### config.mk
export PLATFORM = sky130hd
export DESIGN_NAME = dma_mmio_launch_frontend
export DESIGN_NICKNAME = d
export VERILOG_FILES = /design/src/rtl/dml_pkg.sv /design/src/rtl/dml_front.sv /design/src/rtl/dml_cmd_fifo.sv /design/src/rtl/dml_back.sv /design/src/rtl/dma_mmio_launch_frontend.sv
export SDC_FILE = /design/constraint.sdc
export NUM_CORES = 1
export LEC_CHECK = 0
export BUFFER_PORTS_ARGS = -buffer_cell sky130_fd_sc_hd__buf_2
export CAP_MARGIN = 40
export CORE_MARGIN = 1.5
export CORE_UTILIZATION = 45
export DETAILED_ROUTE_END_ITERATION = 10
export GPL_TIMING_DRIVEN = 0
export PLACE_DENSITY = 0.73
export SETUP_SLACK_MARGIN = 0.3
export SLEW_MARGIN = 5
export SYNTH_ARGS = -nofsm -noshare
export SYNTH_HDL_FRONTEND = slang
export SYNTH_HIERARCHICAL = 1
export SYNTH_SLANG_ARGS = --single-unit
### constraint.sdc
create_clock -name i_clk -period 9.3 [get_ports i_clk]
set_input_delay 1.395 -clock i_clk [delete_from_list [all_inputs] [get_ports i_clk]]
set_output_delay 1.395 -clock i_clk [all_outputs]
set_load 0.005 [all_outputs]
### src/rtl/dml_pkg.sv
`timescale 1ns / 1ps

package dml_pkg;

    // Widths of the bus fields.
    localparam int DATA_W = 32;
    localparam int ADDR_W = 8;
    localparam int SIZE_W = 4;
    localparam int OP_W   = 2;
    localparam int RSP_W  = 2;

    // Spill queue of launched descriptors.
    localparam int SPILL_DEPTH = 2;
    localparam int SPILL_IDX_W = (SPILL_DEPTH > 1) ? $clog2(SPILL_DEPTH) : 1;
    localparam int SPILL_SUM_W = SPILL_IDX_W + 1;
    localparam int SPILL_CNT_W = $clog2(SPILL_DEPTH + 1);

    // Command queue between the front and back parts.
    localparam int CMDQ_DEPTH = 2;
    localparam int CMDQ_IDX_W = $clog2(CMDQ_DEPTH);
    localparam int CMDQ_CNT_W = $clog2(CMDQ_DEPTH + 1);

    // Stream word widths.
    localparam int S_FIELDS_W = ADDR_W + SIZE_W + DATA_W + 1;
    localparam int S_TDATA_W  = ((S_FIELDS_W + 7) / 8) * 8;
    localparam int M_FIELDS_W = RSP_W + DATA_W + 1 + 3 * DATA_W + 1;
    localparam int M_TDATA_W  = ((M_FIELDS_W + 7) / 8) * 8;

    // Register offsets.
    localparam logic [ADDR_W-1:0] OFS_SOURCE      = 8'h00;
    localparam logic [ADDR_W-1:0] OFS_DESTINATION = 8'h04;
    localparam logic [ADDR_W-1:0] OFS_LENGTH      = 8'h08;
    localparam logic [ADDR_W-1:0] OFS_SETTING     = 8'h0c;
    localparam logic [ADDR_W-1:0] OFS_STATUS      = 8'h10;
    localparam logic [ADDR_W-1:0] OFS_LAUNCH      = 8'h14;
    localparam logic [ADDR_W-1:0] OFS_DONE        = 8'h18;
    localparam logic [SIZE_W-1:0] VALID_BYTES     = 4'd4;

    typedef enum logic [OP_W-1:0] {
        OP_WRITE = 2'd0,
        OP_READ  = 2'd1,
        OP_ACK   = 2'd2,
        OP_TICK  = 2'd3
    } t_op;

    typedef enum logic [RSP_W-1:0] {
        RSP_OK      = 2'd0,
        RSP_INVALID = 2'd1,
        RSP_DENIED  = 2'd2
    } t_rsp;

    typedef enum logic [2:0] {
        CMD_INVALID,
        CMD_WRITE,
        CMD_READ,
        CMD_ACK,
        CMD_TICK
    } t_cmd_kind;

    typedef enum logic [2:0] {
        REG_SOURCE,
        REG_DESTINATION,
        REG_LENGTH,
        REG_SETTING,
        REG_STATUS,
        REG_LAUNCH,
        REG_NONE
    } t_reg_sel;

    // Classified word handed from the front part to the back part.
    typedef struct packed {
        t_cmd_kind          kind;
        t_reg_sel           sel;
        logic [DATA_W-1:0]  wdata;
        logic               ready;
    } t_cmd;

    // Source sits in the lowest bits.
    typedef struct packed {
        logic [DATA_W-1:0] len;
        logic [DATA_W-1:0] dst;
        logic [DATA_W-1:0] src;
    } t_desc;

    // Response sits in the lowest bits.
    typedef struct packed {
        logic              retry;
        t_desc             desc;
        logic              desc_valid;
        logic [DATA_W-1:0] rdata;
        t_rsp              rsp;
    } t_result;

endpackage

### src/rtl/dml_front.sv
`timescale 1ns / 1ps

module dml_front (
    input  logic                          i_clk,
    input  logic                          i_rst_n,
    input  logic                          i_valid,
    output logic                          o_ready,
    input  logic [dml_pkg::OP_W-1:0]      i_op,
    input  logic [dml_pkg::S_TDATA_W-1:0] i_data,
    output logic                          o_cmd_valid,
    output dml_pkg::t_cmd                 o_cmd,
    input  logic                          i_cmd_full
);
    import dml_pkg::*;

    logic              r_valid;
    t_cmd              r_cmd;
    t_cmd              n_cmd;
    logic [ADDR_W-1:0] w_addr;
    logic [SIZE_W-1:0] w_size;
    t_op               w_op;

    assign w_addr = i_data[ADDR_W-1:0];
    assign w_size = i_data[ADDR_W +: SIZE_W];
    assign w_op   = t_op'(i_op);

    // The holding register frees when its word moves into the queue.
    assign o_ready     = !r_valid || !i_cmd_full;
    assign o_cmd_valid = r_valid;
    assign o_cmd       = r_cmd;

    // Classify the incoming word by operation, size and offset.
    always_comb begin
        n_cmd.wdata = i_data[ADDR_W+SIZE_W +: DATA_W];
        n_cmd.ready = i_data[ADDR_W+SIZE_W+DATA_W];
        case (w_addr)
            OFS_SOURCE:      n_cmd.sel = REG_SOURCE;
            OFS_DESTINATION: n_cmd.sel = REG_DESTINATION;
            OFS_LENGTH:      n_cmd.sel = REG_LENGTH;
            OFS_SETTING:     n_cmd.sel = REG_SETTING;
            OFS_STATUS:      n_cmd.sel = REG_STATUS;
            OFS_DONE:        n_cmd.sel = REG_STATUS;
            OFS_LAUNCH:      n_cmd.sel = REG_LAUNCH;
            default:         n_cmd.sel = REG_NONE;
        endcase
        case (w_op)
            OP_WRITE: n_cmd.kind = (w_size == VALID_BYTES) ? CMD_WRITE : CMD_INVALID;
            OP_READ:  n_cmd.kind = (w_size == VALID_BYTES) ? CMD_READ : CMD_INVALID;
            OP_ACK:   n_cmd.kind = CMD_ACK;
            default:  n_cmd.kind = CMD_TICK;
        endcase
    end

    // Valid flag of the holding register.
    always_ff @(posedge i_clk) begin
        if (!i_rst_n) begin
            r_valid <= 1'b0;
        end else if (o_ready) begin
            r_valid <= i_valid;
        end
    end

    // Payload of the holding register.
    always_ff @(posedge i_clk) begin
        if (o_ready && i_valid) begin
            r_cmd <= n_cmd;
        end
    end

endmodule

### src/rtl/dml_cmd_fifo.sv
`timescale 1ns / 1ps

module dml_cmd_fifo (
    input  logic          i_clk,
    input  logic          i_rst_n,
    input  logic          i_push,
    input  dml_pkg::t_cmd i_cmd,
    output logic          o_full,
    output logic          o_valid,
    output dml_pkg::t_cmd o_cmd,
    input  logic          i_pop
);
    import dml_pkg::*;

    t_cmd                  r_mem [CMDQ_DEPTH];
    logic [CMDQ_IDX_W-1:0] r_head;
    logic [CMDQ_IDX_W-1:0] r_tail;
    logic [CMDQ_CNT_W-1:0] r_count;
    logic                  w_push;
    logic                  w_pop;

    assign o_full  = (r_count == CMDQ_CNT_W'(CMDQ_DEPTH));
    assign o_valid = (r_count != '0);
    assign o_cmd   = r_mem[r_head];
    assign w_push  = i_push && !o_full;
    assign w_pop   = i_pop && o_valid;

    // Pointers and fill count.
    always_ff @(posedge i_clk) begin
        if (!i_rst_n) begin
            r_head  <= '0;
            r_tail  <= '0;
            r_count <= '0;
        end else begin
            if (w_push) begin
                r_tail <= (r_tail == CMDQ_IDX_W'(CMDQ_DEPTH - 1)) ? '0 : r_tail + 1'b1;
            end
            if (w_pop) begin
                r_head <= (r_head == CMDQ_IDX_W'(CMDQ_DEPTH - 1)) ? '0 : r_head + 1'b1;
            end
            if (w_push && !w_pop) begin
                r_count <= r_count + 1'b1;
            end else if (w_pop && !w_push) begin
                r_count <= r_count - 1'b1;
            end
        end
    end

    // Entry storage.
    always_ff @(posedge i_clk) begin
        if (w_push) begin
            r_mem[r_tail] <= i_cmd;
        end
    end

endmodule

### src/rtl/dml_back.sv
`timescale 1ns / 1ps

module dml_back (
    input  logic                          i_clk,
    input  logic                          i_rst_n,
    input  logic                          i_cmd_valid,
    input  dml_pkg::t_cmd                 i_cmd,
    output logic                          o_cmd_pop,
    output logic                          o_valid,
    input  logic                          i_ready,
    output logic [dml_pkg::M_TDATA_W-1:0] o_data
);
    import dml_pkg::*;

    // Register file and counters.
    logic [DATA_W-1:0]      r_src, n_src;
    logic [DATA_W-1:0]      r_dst, n_dst;
    logic [DATA_W-1:0]      r_len, n_len;
    logic [DATA_W-1:0]      r_set, n_set;
    logic [DATA_W-1:0]      r_issued, n_issued;
    logic [DATA_W-1:0]      r_completed, n_completed;
    logic                   r_retry, n_retry;

    // Spill queue.
    t_desc                  r_spill [SPILL_DEPTH];
    logic [SPILL_IDX_W-1:0] r_head, n_head;
    logic [SPILL_CNT_W-1:0] r_fill, n_fill;
    logic                   w_spill_wr;
    logic [SPILL_IDX_W-1:0] w_tail;
    logic [SPILL_SUM_W-1:0] w_tail_sum;
    t_desc                  w_new_desc;

    // Output register.
    logic                   r_out_valid;
    t_result                r_out, n_out;
    logic                   w_exec;
    logic                   w_spill_full;

    assign w_exec       = i_cmd_valid && (!r_out_valid || i_ready);
    assign o_cmd_pop    = w_exec;
    assign o_valid      = r_out_valid;
    assign o_data       = {{(M_TDATA_W - M_FIELDS_W){1'b0}}, r_out};
    assign w_spill_full = (r_fill == SPILL_CNT_W'(SPILL_DEPTH));

    // Tail slot is head plus fill, wrapped once.
    always_comb begin
        w_tail_sum = SPILL_SUM_W'(r_head) + SPILL_SUM_W'(r_fill);
        if (w_tail_sum >= SPILL_SUM_W'(SPILL_DEPTH)) begin
            w_tail = SPILL_IDX_W'(w_tail_sum - SPILL_SUM_W'(SPILL_DEPTH));
        end else begin
            w_tail = SPILL_IDX_W'(w_tail_sum);
        end
    end

    assign w_new_desc.src = r_src;
    assign w_new_desc.dst = r_dst;
    assign w_new_desc.len = r_len;

    // Carry out one command against the register state.
    always_comb begin
        n_src       = r_src;
        n_dst       = r_dst;
        n_len       = r_len;
        n_set       = r_set;
        n_issued    = r_issued;
        n_completed = r_completed;
        n_retry     = r_retry;
        n_head      = r_head;
        n_fill      = r_fill;
        w_spill_wr  = 1'b0;
        n_out       = '0;
        n_out.rsp   = RSP_OK;
        case (i_cmd.kind)
            CMD_INVALID: begin
                n_out.rsp = RSP_INVALID;
            end
            CMD_WRITE: begin
                case (i_cmd.sel)
                    REG_SOURCE:      n_src = i_cmd.wdata;
                    REG_DESTINATION: n_dst = i_cmd.wdata;
                    REG_LENGTH:      n_len = i_cmd.wdata;
                    REG_SETTING:     n_set = i_cmd.wdata;
                    default:         n_src = r_src;
                endcase
            end
            CMD_READ: begin
                case (i_cmd.sel)
                    REG_SOURCE:      n_out.rdata = r_src;
                    REG_DESTINATION: n_out.rdata = r_dst;
                    REG_LENGTH:      n_out.rdata = r_len;
                    REG_SETTING:     n_out.rdata = r_set;
                    REG_STATUS: begin
                        n_out.rdata = DATA_W'(r_issued == r_completed);
                    end
                    REG_LAUNCH: begin
                        if ((r_len != '0) && w_spill_full) begin
                            // Queue full: deny and owe a retry.
                            n_retry   = 1'b1;
                            n_out.rsp = RSP_DENIED;
                        end else begin
                            n_issued    = r_issued + 1'b1;
                            n_out.rdata = r_issued + 1'b1;
                            if (r_len == '0) begin
                                n_completed = r_completed + 1'b1;
                            end else begin
                                w_spill_wr = 1'b1;
                                n_fill     = r_fill + 1'b1;
                            end
                        end
                    end
                    default: n_out.rdata = '0;
                endcase
            end
            CMD_ACK: begin
                n_completed = r_completed + 1'b1;
            end
            default: begin
                // Tick: hand the oldest descriptor to a ready splitter.
                if ((r_fill != '0) && i_cmd.ready) begin
                    n_out.desc_valid = 1'b1;
                    n_out.desc       = r_spill[r_head];
                    n_fill           = r_fill - 1'b1;
                    n_head = (r_head == SPILL_IDX_W'(SPILL_DEPTH - 1)) ? '0
                                                                       : r_head + 1'b1;
                    if (r_retry) begin
                        n_retry     = 1'b0;
                        n_out.retry = 1'b1;
                    end
                end
            end
        endcase
    end

    // Control state.
    always_ff @(posedge i_clk) begin
        if (!i_rst_n) begin
            r_src       <= '0;
            r_dst       <= '0;
            r_len       <= '0;
            r_set       <= '0;
            r_issued    <= '0;
            r_completed <= '0;
            r_retry     <= 1'b0;
            r_head      <= '0;
            r_fill      <= '0;
            r_out_valid <= 1'b0;
        end else begin
            if (w_exec) begin
                r_src       <= n_src;
                r_dst       <= n_dst;
                r_len       <= n_len;
                r_set       <= n_set;
                r_issued    <= n_issued;
                r_completed <= n_completed;
                r_retry     <= n_retry;
                r_head      <= n_head;
                r_fill      <= n_fill;
            end
            if (w_exec) begin
                r_out_valid <= 1'b1;
            end else if (i_ready) begin
                r_out_valid <= 1'b0;
            end
        end
    end

    // Spill entries and the result word.
    always_ff @(posedge i_clk) begin
        if (w_exec && w_spill_wr) begin
            r_spill[w_tail] <= w_new_desc;
        end
        if (w_exec) begin
            r_out <= n_out;
        end
    end

endmodule

### src/rtl/dma_mmio_launch_frontend.sv
`timescale 1ns / 1ps
// Path: an accepted word passes the front register, the command queue and the output register.
// Throughput: one word per cycle; the front register, a two-entry command queue and the
// output register let both sides stall on their own without losing a cycle.
// Reset: synchronous, active low; clears registers, counters, queue pointers and the
// retry flag at once, with no clearing pass.
module dma_mmio_launch_frontend (
    input  logic                          i_clk,
    input  logic                          i_rst_n,
    input  logic                          s_axis_tvalid,
    output logic                          s_axis_tready,
    // Fields from bit 0: address, access_bytes, write_data, splitter_ready.
    input  logic [dml_pkg::S_TDATA_W-1:0] s_axis_tdata,
    // Fields from bit 0: operation.
    input  logic [dml_pkg::OP_W-1:0]      s_axis_tuser,
    output logic                          m_axis_tvalid,
    input  logic                          m_axis_tready,
    // Fields from bit 0: response, read_data, descriptor_valid, descriptor_source,
    // descriptor_destination, descriptor_length, retry_request.
    output logic [dml_pkg::M_TDATA_W-1:0] m_axis_tdata
);
    import dml_pkg::*;

    logic w_front_valid;
    t_cmd w_front_cmd;
    logic w_q_full;
    logic w_q_valid;
    t_cmd w_q_cmd;
    logic w_q_pop;

    // Front part: accept and classify.
    dml_front u_front (
        .i_clk       (i_clk),
        .i_rst_n     (i_rst_n),
        .i_valid     (s_axis_tvalid),
        .o_ready     (s_axis_tready),
        .i_op        (s_axis_tuser),
        .i_data      (s_axis_tdata),
        .o_cmd_valid (w_front_valid),
        .o_cmd       (w_front_cmd),
        .i_cmd_full  (w_q_full)
    );

    // Command queue between the two parts.
    dml_cmd_fifo u_cmd_fifo (
        .i_clk   (i_clk),
        .i_rst_n (i_rst_n),
        .i_push  (w_front_valid),
        .i_cmd   (w_front_cmd),
        .o_full  (w_q_full),
        .o_valid (w_q_valid),
        .o_cmd   (w_q_cmd),
        .i_pop   (w_q_pop)
    );

    // Back part: registers, counters, spill queue and result word.
    dml_back u_back (
        .i_clk       (i_clk),
        .i_rst_n     (i_rst_n),
        .i_cmd_valid (w_q_valid),
        .i_cmd       (w_q_cmd),
        .o_cmd_pop   (w_q_pop),
        .o_valid     (m_axis_tvalid),
        .i_ready     (m_axis_tready),
        .o_data      (m_axis_tdata)
    );

endmodule
==> metrics.txt <==
# TYPE chip_impl_metric gauge
chip_impl_metric{name="antenna_found_initial",unit=""} 2
chip_impl_metric{name="netlist_area",unit="um2"} 25300
chip_impl_metric{name="final.setup_skew",unit="ns"} 0.0202
chip_impl_metric{name="dr.first_iter.drc_count",unit=""} 1681
chip_impl_metric{name="post-cts-setup-buffer-count",unit=""} 0
chip_impl_metric{name="power.density_cell_area",unit="nW/um2"} 237
chip_impl_metric{name="worst_setup_hold_path_clk_slew",unit="ns"} 0.06
chip_impl_metric{name="detail_route.vias_per_cell",unit=""} 5.47
chip_impl_metric{name="worst_ep_required_time",unit="ns"} 9.59
chip_impl_metric{name="hold-path-cell-count",unit=""} 0
chip_impl_info{name="critical_path.cell_chain",value="buf_2, mux2_2, nand3b_1, nor4_4, clkbuf_1, o21ai_0, nor2_4, buf_12, buf_12"} 1
chip_impl_metric{name="grt_max_degree",unit=""} 73
chip_impl_metric{name="routed_wire_length_per_instance",unit="um"} 20.9
chip_impl_info{name="setup.worst_path.start_class",value="register"} 1
chip_impl_metric{name="num_io_pins",unit=""} 192
chip_impl_metric{name="critPathMaxStageDelay",unit="ns"} 0.76
chip_impl_metric{name="clock_path_buffers",unit=""} 3
chip_impl_info{name="holdCritPathClass",value="reg -> reg"} 1
chip_impl_metric{name="share_comb_of_total_power",unit="%"} 12.5
chip_impl_metric{name="cts-resized-gates",unit=""} 0
chip_impl_metric{name="grt_remaining_overflow",unit=""} 0
chip_impl_metric{name="final.period_utilization",unit="%"} 48.3
chip_impl_metric{name="cts.htree.levels",unit=""} 3
chip_impl_metric{name="place_ws",unit="ns"} 4.41
chip_impl_info{name="dominantRegCellSynth",value="sky130_fd_sc_hd__edfxtp_1"} 1
chip_impl_metric{name="number_of_diodes_added_for_antenna_fixing",unit=""} 0
chip_impl_metric{name="synth-edff-count",unit=""} 441
chip_impl_metric{name="power.leakage",unit="nW"} 9.98
chip_impl_metric{name="global_route_wire_length_before_repair",unit="mm"} 96.1
chip_impl_metric{name="yosysWarningCount",unit=""} 6
chip_impl_metric{name="timing.final.hold_violations",unit=""} 0
chip_impl_metric{name="irDropWorstVdd",unit="mV"} 0.164
chip_impl_metric{name="synth_cell_types",unit=""} 69
chip_impl_metric{name="final_critical_path_setup_slack",unit="ns"} 4.80
chip_impl_metric{name="synth-seq-area-share",unit="%"} 68.5
chip_impl_info{name="synth_largest_area_cell",value="sky130_fd_sc_hd__edfxtp_1"} 1
chip_impl_info{name="layout_commonest_cell",value="sky130_fd_sc_hd__edfxtp_1"} 1
chip_impl_metric{name="synth.avg_cell_area",unit="um2"} 12.6
chip_impl_metric{name="detailedRoute.firstPassIterationCount",unit=""} 6
chip_impl_metric{name="numPortBuffers",unit=""} 184
chip_impl_metric{name="core.rowCount",unit=""} 86
chip_impl_metric{name="worstRegToRegCells",unit=""} 9
chip_impl_info{name="grt_setup_unrepaired",value="no"} 1
chip_impl_info{name="critPathKind",value="reg -> reg"} 1
chip_impl_metric{name="syn_to_final_growth",unit="%"} 17.2
chip_impl_metric{name="cap_violations",unit=""} 0
chip_impl_metric{name="syn_inst",unit=""} 2006
chip_impl_metric{name="fp.dieH",unit="um"} 240
chip_impl_metric{name="die_area",unit="um2"} 57600
chip_impl_metric{name="cell_internal_pwr",unit="mW"} 5.25
chip_impl_metric{name="power.switching",unit="mW"} 1.76
chip_impl_metric{name="critical_path_peak_fanout",unit=""} 30
chip_impl_metric{name="wirelength",unit="mm"} 64.3
chip_impl_metric{name="final-setup-viol-count",unit=""} 0
chip_impl_info{name="critical_path.endpoint_type",value="register"} 1
chip_impl_metric{name="hold_buffers",unit=""} 0
chip_impl_metric{name="hpwl",unit="mm"} 46.5
chip_impl_info{name="mostFrequentLayoutCells",value="sky130_fd_sc_hd__edfxtp_1 (441), sky130_fd_sc_hd__nand2_1 (312), sky130_fd_sc_hd__buf_2 (218)"} 1
chip_impl_metric{name="dieWidth",unit="um"} 240
chip_impl_metric{name="asyncSetResetFlopFracSynth",unit="%"} 0
chip_impl_info{name="outcome",value="finished, final reports clean"} 1
chip_impl_metric{name="synth_seq_cells",unit=""} 644
chip_impl_metric{name="grt.total_usage",unit="%"} 22.3
chip_impl_metric{name="cp_data_arrival_time",unit="ns"} 4.78
chip_impl_metric{name="remaining_routing_drc_violations",unit=""} 0
chip_impl_metric{name="synth.top_cell.area_share",unit="%"} 52.4
chip_impl_info{name="crit_slowest_cell",value="sky130_fd_sc_hd__nor4_4"} 1
chip_impl_metric{name="multi_input_comb_area",unit="um2"} 7390
chip_impl_metric{name="slew_violations",unit=""} 0
chip_impl_metric{name="gpl.final_weighted_congestion",unit=""} 0.952
chip_impl_metric{name="vias",unit=""} 16900
chip_impl_metric{name="final_period_minus_worst_setup_slack",unit="ns"} 4.50
chip_impl_info{name="tritoncts_clock_tree",value="built"} 1
chip_impl_metric{name="share_of_cells_above_drive_strength_1",unit="%"} 17.0
chip_impl_info{name="ys_top_cells_by_area",value="sky130_fd_sc_hd__edfxtp_1 (52%), sky130_fd_sc_hd__dfxtp_1 (16%), sky130_fd_sc_hd__nand2_1 (4.6%)"} 1
chip_impl_metric{name="totalNegativeSetupSlack",unit="ns"} 0
chip_impl_metric{name="worst_slew_pin_slew",unit="ns"} 0.933
chip_impl_metric{name="relSlewSlack",unit="%"} 37.3
chip_impl_metric{name="first_global_vias",unit=""} 15900
chip_impl_metric{name="initial_utilization",unit="%"} 45.7
chip_impl_metric{name="cts.sink_count",unit=""} 644
chip_impl_metric{name="fmaxAchievable",unit="GHz"} 0.222
chip_impl_metric{name="power_switching_share",unit="%"} 25.1
chip_impl_metric{name="cts_inserted_buffers",unit=""} 67
chip_impl_metric{name="worstSkewPairLatency",unit="ns"} 0.61
chip_impl_metric{name="fillCellCount",unit=""} 4609
chip_impl_metric{name="clkPwrFrac",unit="%"} 37.4
chip_impl_info{name="cp_common_cell",value="sky130_fd_sc_hd__buf_12"} 1
chip_impl_info{name="cts.root.buffer_cell",value="sky130_fd_sc_hd__clkbuf_16"} 1
chip_impl_metric{name="seqPwrFrac",unit="%"} 50.0
chip_impl_metric{name="design.core.area",unit="um2"} 55300
chip_impl_metric{name="layout.nets",unit=""} 2334
chip_impl_metric{name="ff_latch_area",unit="um2"} 17300
chip_impl_metric{name="postRouteAntennaNets",unit=""} 0
## power groups by stage
| stage | logic (mW) | clock network, mW | registers [mW] |
|---|---|---|---|
| floorplan | 0.375 | 0 | 3.63 |
| global placement | 0.825 | 0 | 3.62 |
| detailed placement | 0.874 | 0 | 3.57 |
| CTS | 0.879 | 2.67 | 3.51 |
| global route | 0.939 | 2.78 | 3.54 |
| finish | 0.878 | 2.62 | 3.51 |
## path summary, 6_finish.rpt
path / startpoint / endpoint / slack, ns
worst max-delay path: register / u_back/r_spill[0][28] / 4.80
worst min-delay path: u_front/o_cmd[32] / u_cmd_fifo/r_mem[0][32] / 0.44
worst max register to register: register / u_back/r_spill[0][28] / 4.80
worst min register to register: u_front/o_cmd[32] / u_cmd_fifo/r_mem[0][32] / 0.44
## registers in the layout (all words and copies together), names as in the netlist, 2 cells and up, named ones only
| register | flops |
|---|---|
| u_cmd_fifo/r_mem | 78 |
| u_back/r_src | 32 |
| u_back/r_issued | 32 |
| u_back/o_data | 132 |
| u_front/o_cmd | 39 |
| u_cmd_fifo/r_count | 2 |
| u_back/r_dst | 32 |
| u_back/r_fill | 2 |
| u_back/r_spill | 192 |
| u_back/r_len | 32 |
| u_back/r_completed | 32 |
| u_back/r_set | 32 |
## critical path, delay by kind of cell, from the launching register on
family / cells / cell delay, ns
and+or+nand+nor: 3 / 1.72
DFF: 1 / 0.33
muxes: 1 / 0.41
buffers and inverters: 4 / 1.28
AOI/OAI and AO/OA: 1 / 0.38
## synthesized netlist by cell type, drive strengths merged, types with 4 or more instances
cell type	number
nand4	34
inv	16
mux2i	103
nand2b	17
or3	15
o211ai	6
a22oi	54
nor2b	4
xor2	81
mux2	39
a21oi	146
xnor2	24
buf	45
nor4	23
mux4	5
nor3b	5
and3	14
a31oi	15
and2	19
o31ai	6
o21ai	29
dfxtp	203
a21o	9
nor3	12
nand2	312
or2	4
a22o	4
or4	4
nor2	171
nand3	43
edfxtp	441
clkbuf	80
## metrics by stage
step                      hold slack (ns)  cell area, um2  utilization (%)  instances  power, mW
after floorplan                     0.421           25300                -       2009       4.01
after global placement              0.426           27100             49.0       2941       4.45
after detailed placement            0.435           27400             49.6       2956       4.45
after CTS                           0.444           29600             53.5       3079       7.06
after global routing                0.454           29600             53.5       3079       7.26
final                               0.442           29600             53.5       3079       7.01
## layout make-up
cell class,count,area share [%]
flip-flops and latches,644,58.5
multi-input cells,1224,25.0
clock buffers,95,6.48
repair buffers,199,4.06
well taps,748,3.16
plain buffers,125,1.81
clock inverters,28,0.837
inverters,16,0.220
## layer usage
| layer | vias up | share of wire (%) | track usage [%] |
|---|---|---|---|
| li1 | 7743 | - | - |
| met1 | 8191 | 41 | 30.8 |
| met2 | 811 | 47 | 35.7 |
| met3 | 108 | 9.5 | 4.41 |
| met4 | 2 | 2.5 | 6.77 |
| met5 | - | 0.020 | 0 |
## cells by family (layout without fill, tap and decap cells)
family	count (synthesis)	in the layout	synth area share, %
mux	147	147	6.27
xor+xnor	105	105	3.64
flops	644	644	68.5
other cells	1	4	0.0148
fa+ha+maj	3	3	0.149
compound gates	281	281	6.75
simple gates	684	684	12.3
buf+inv	141	463	2.36
Note: power is estimated with default switching activity, not from simulation.
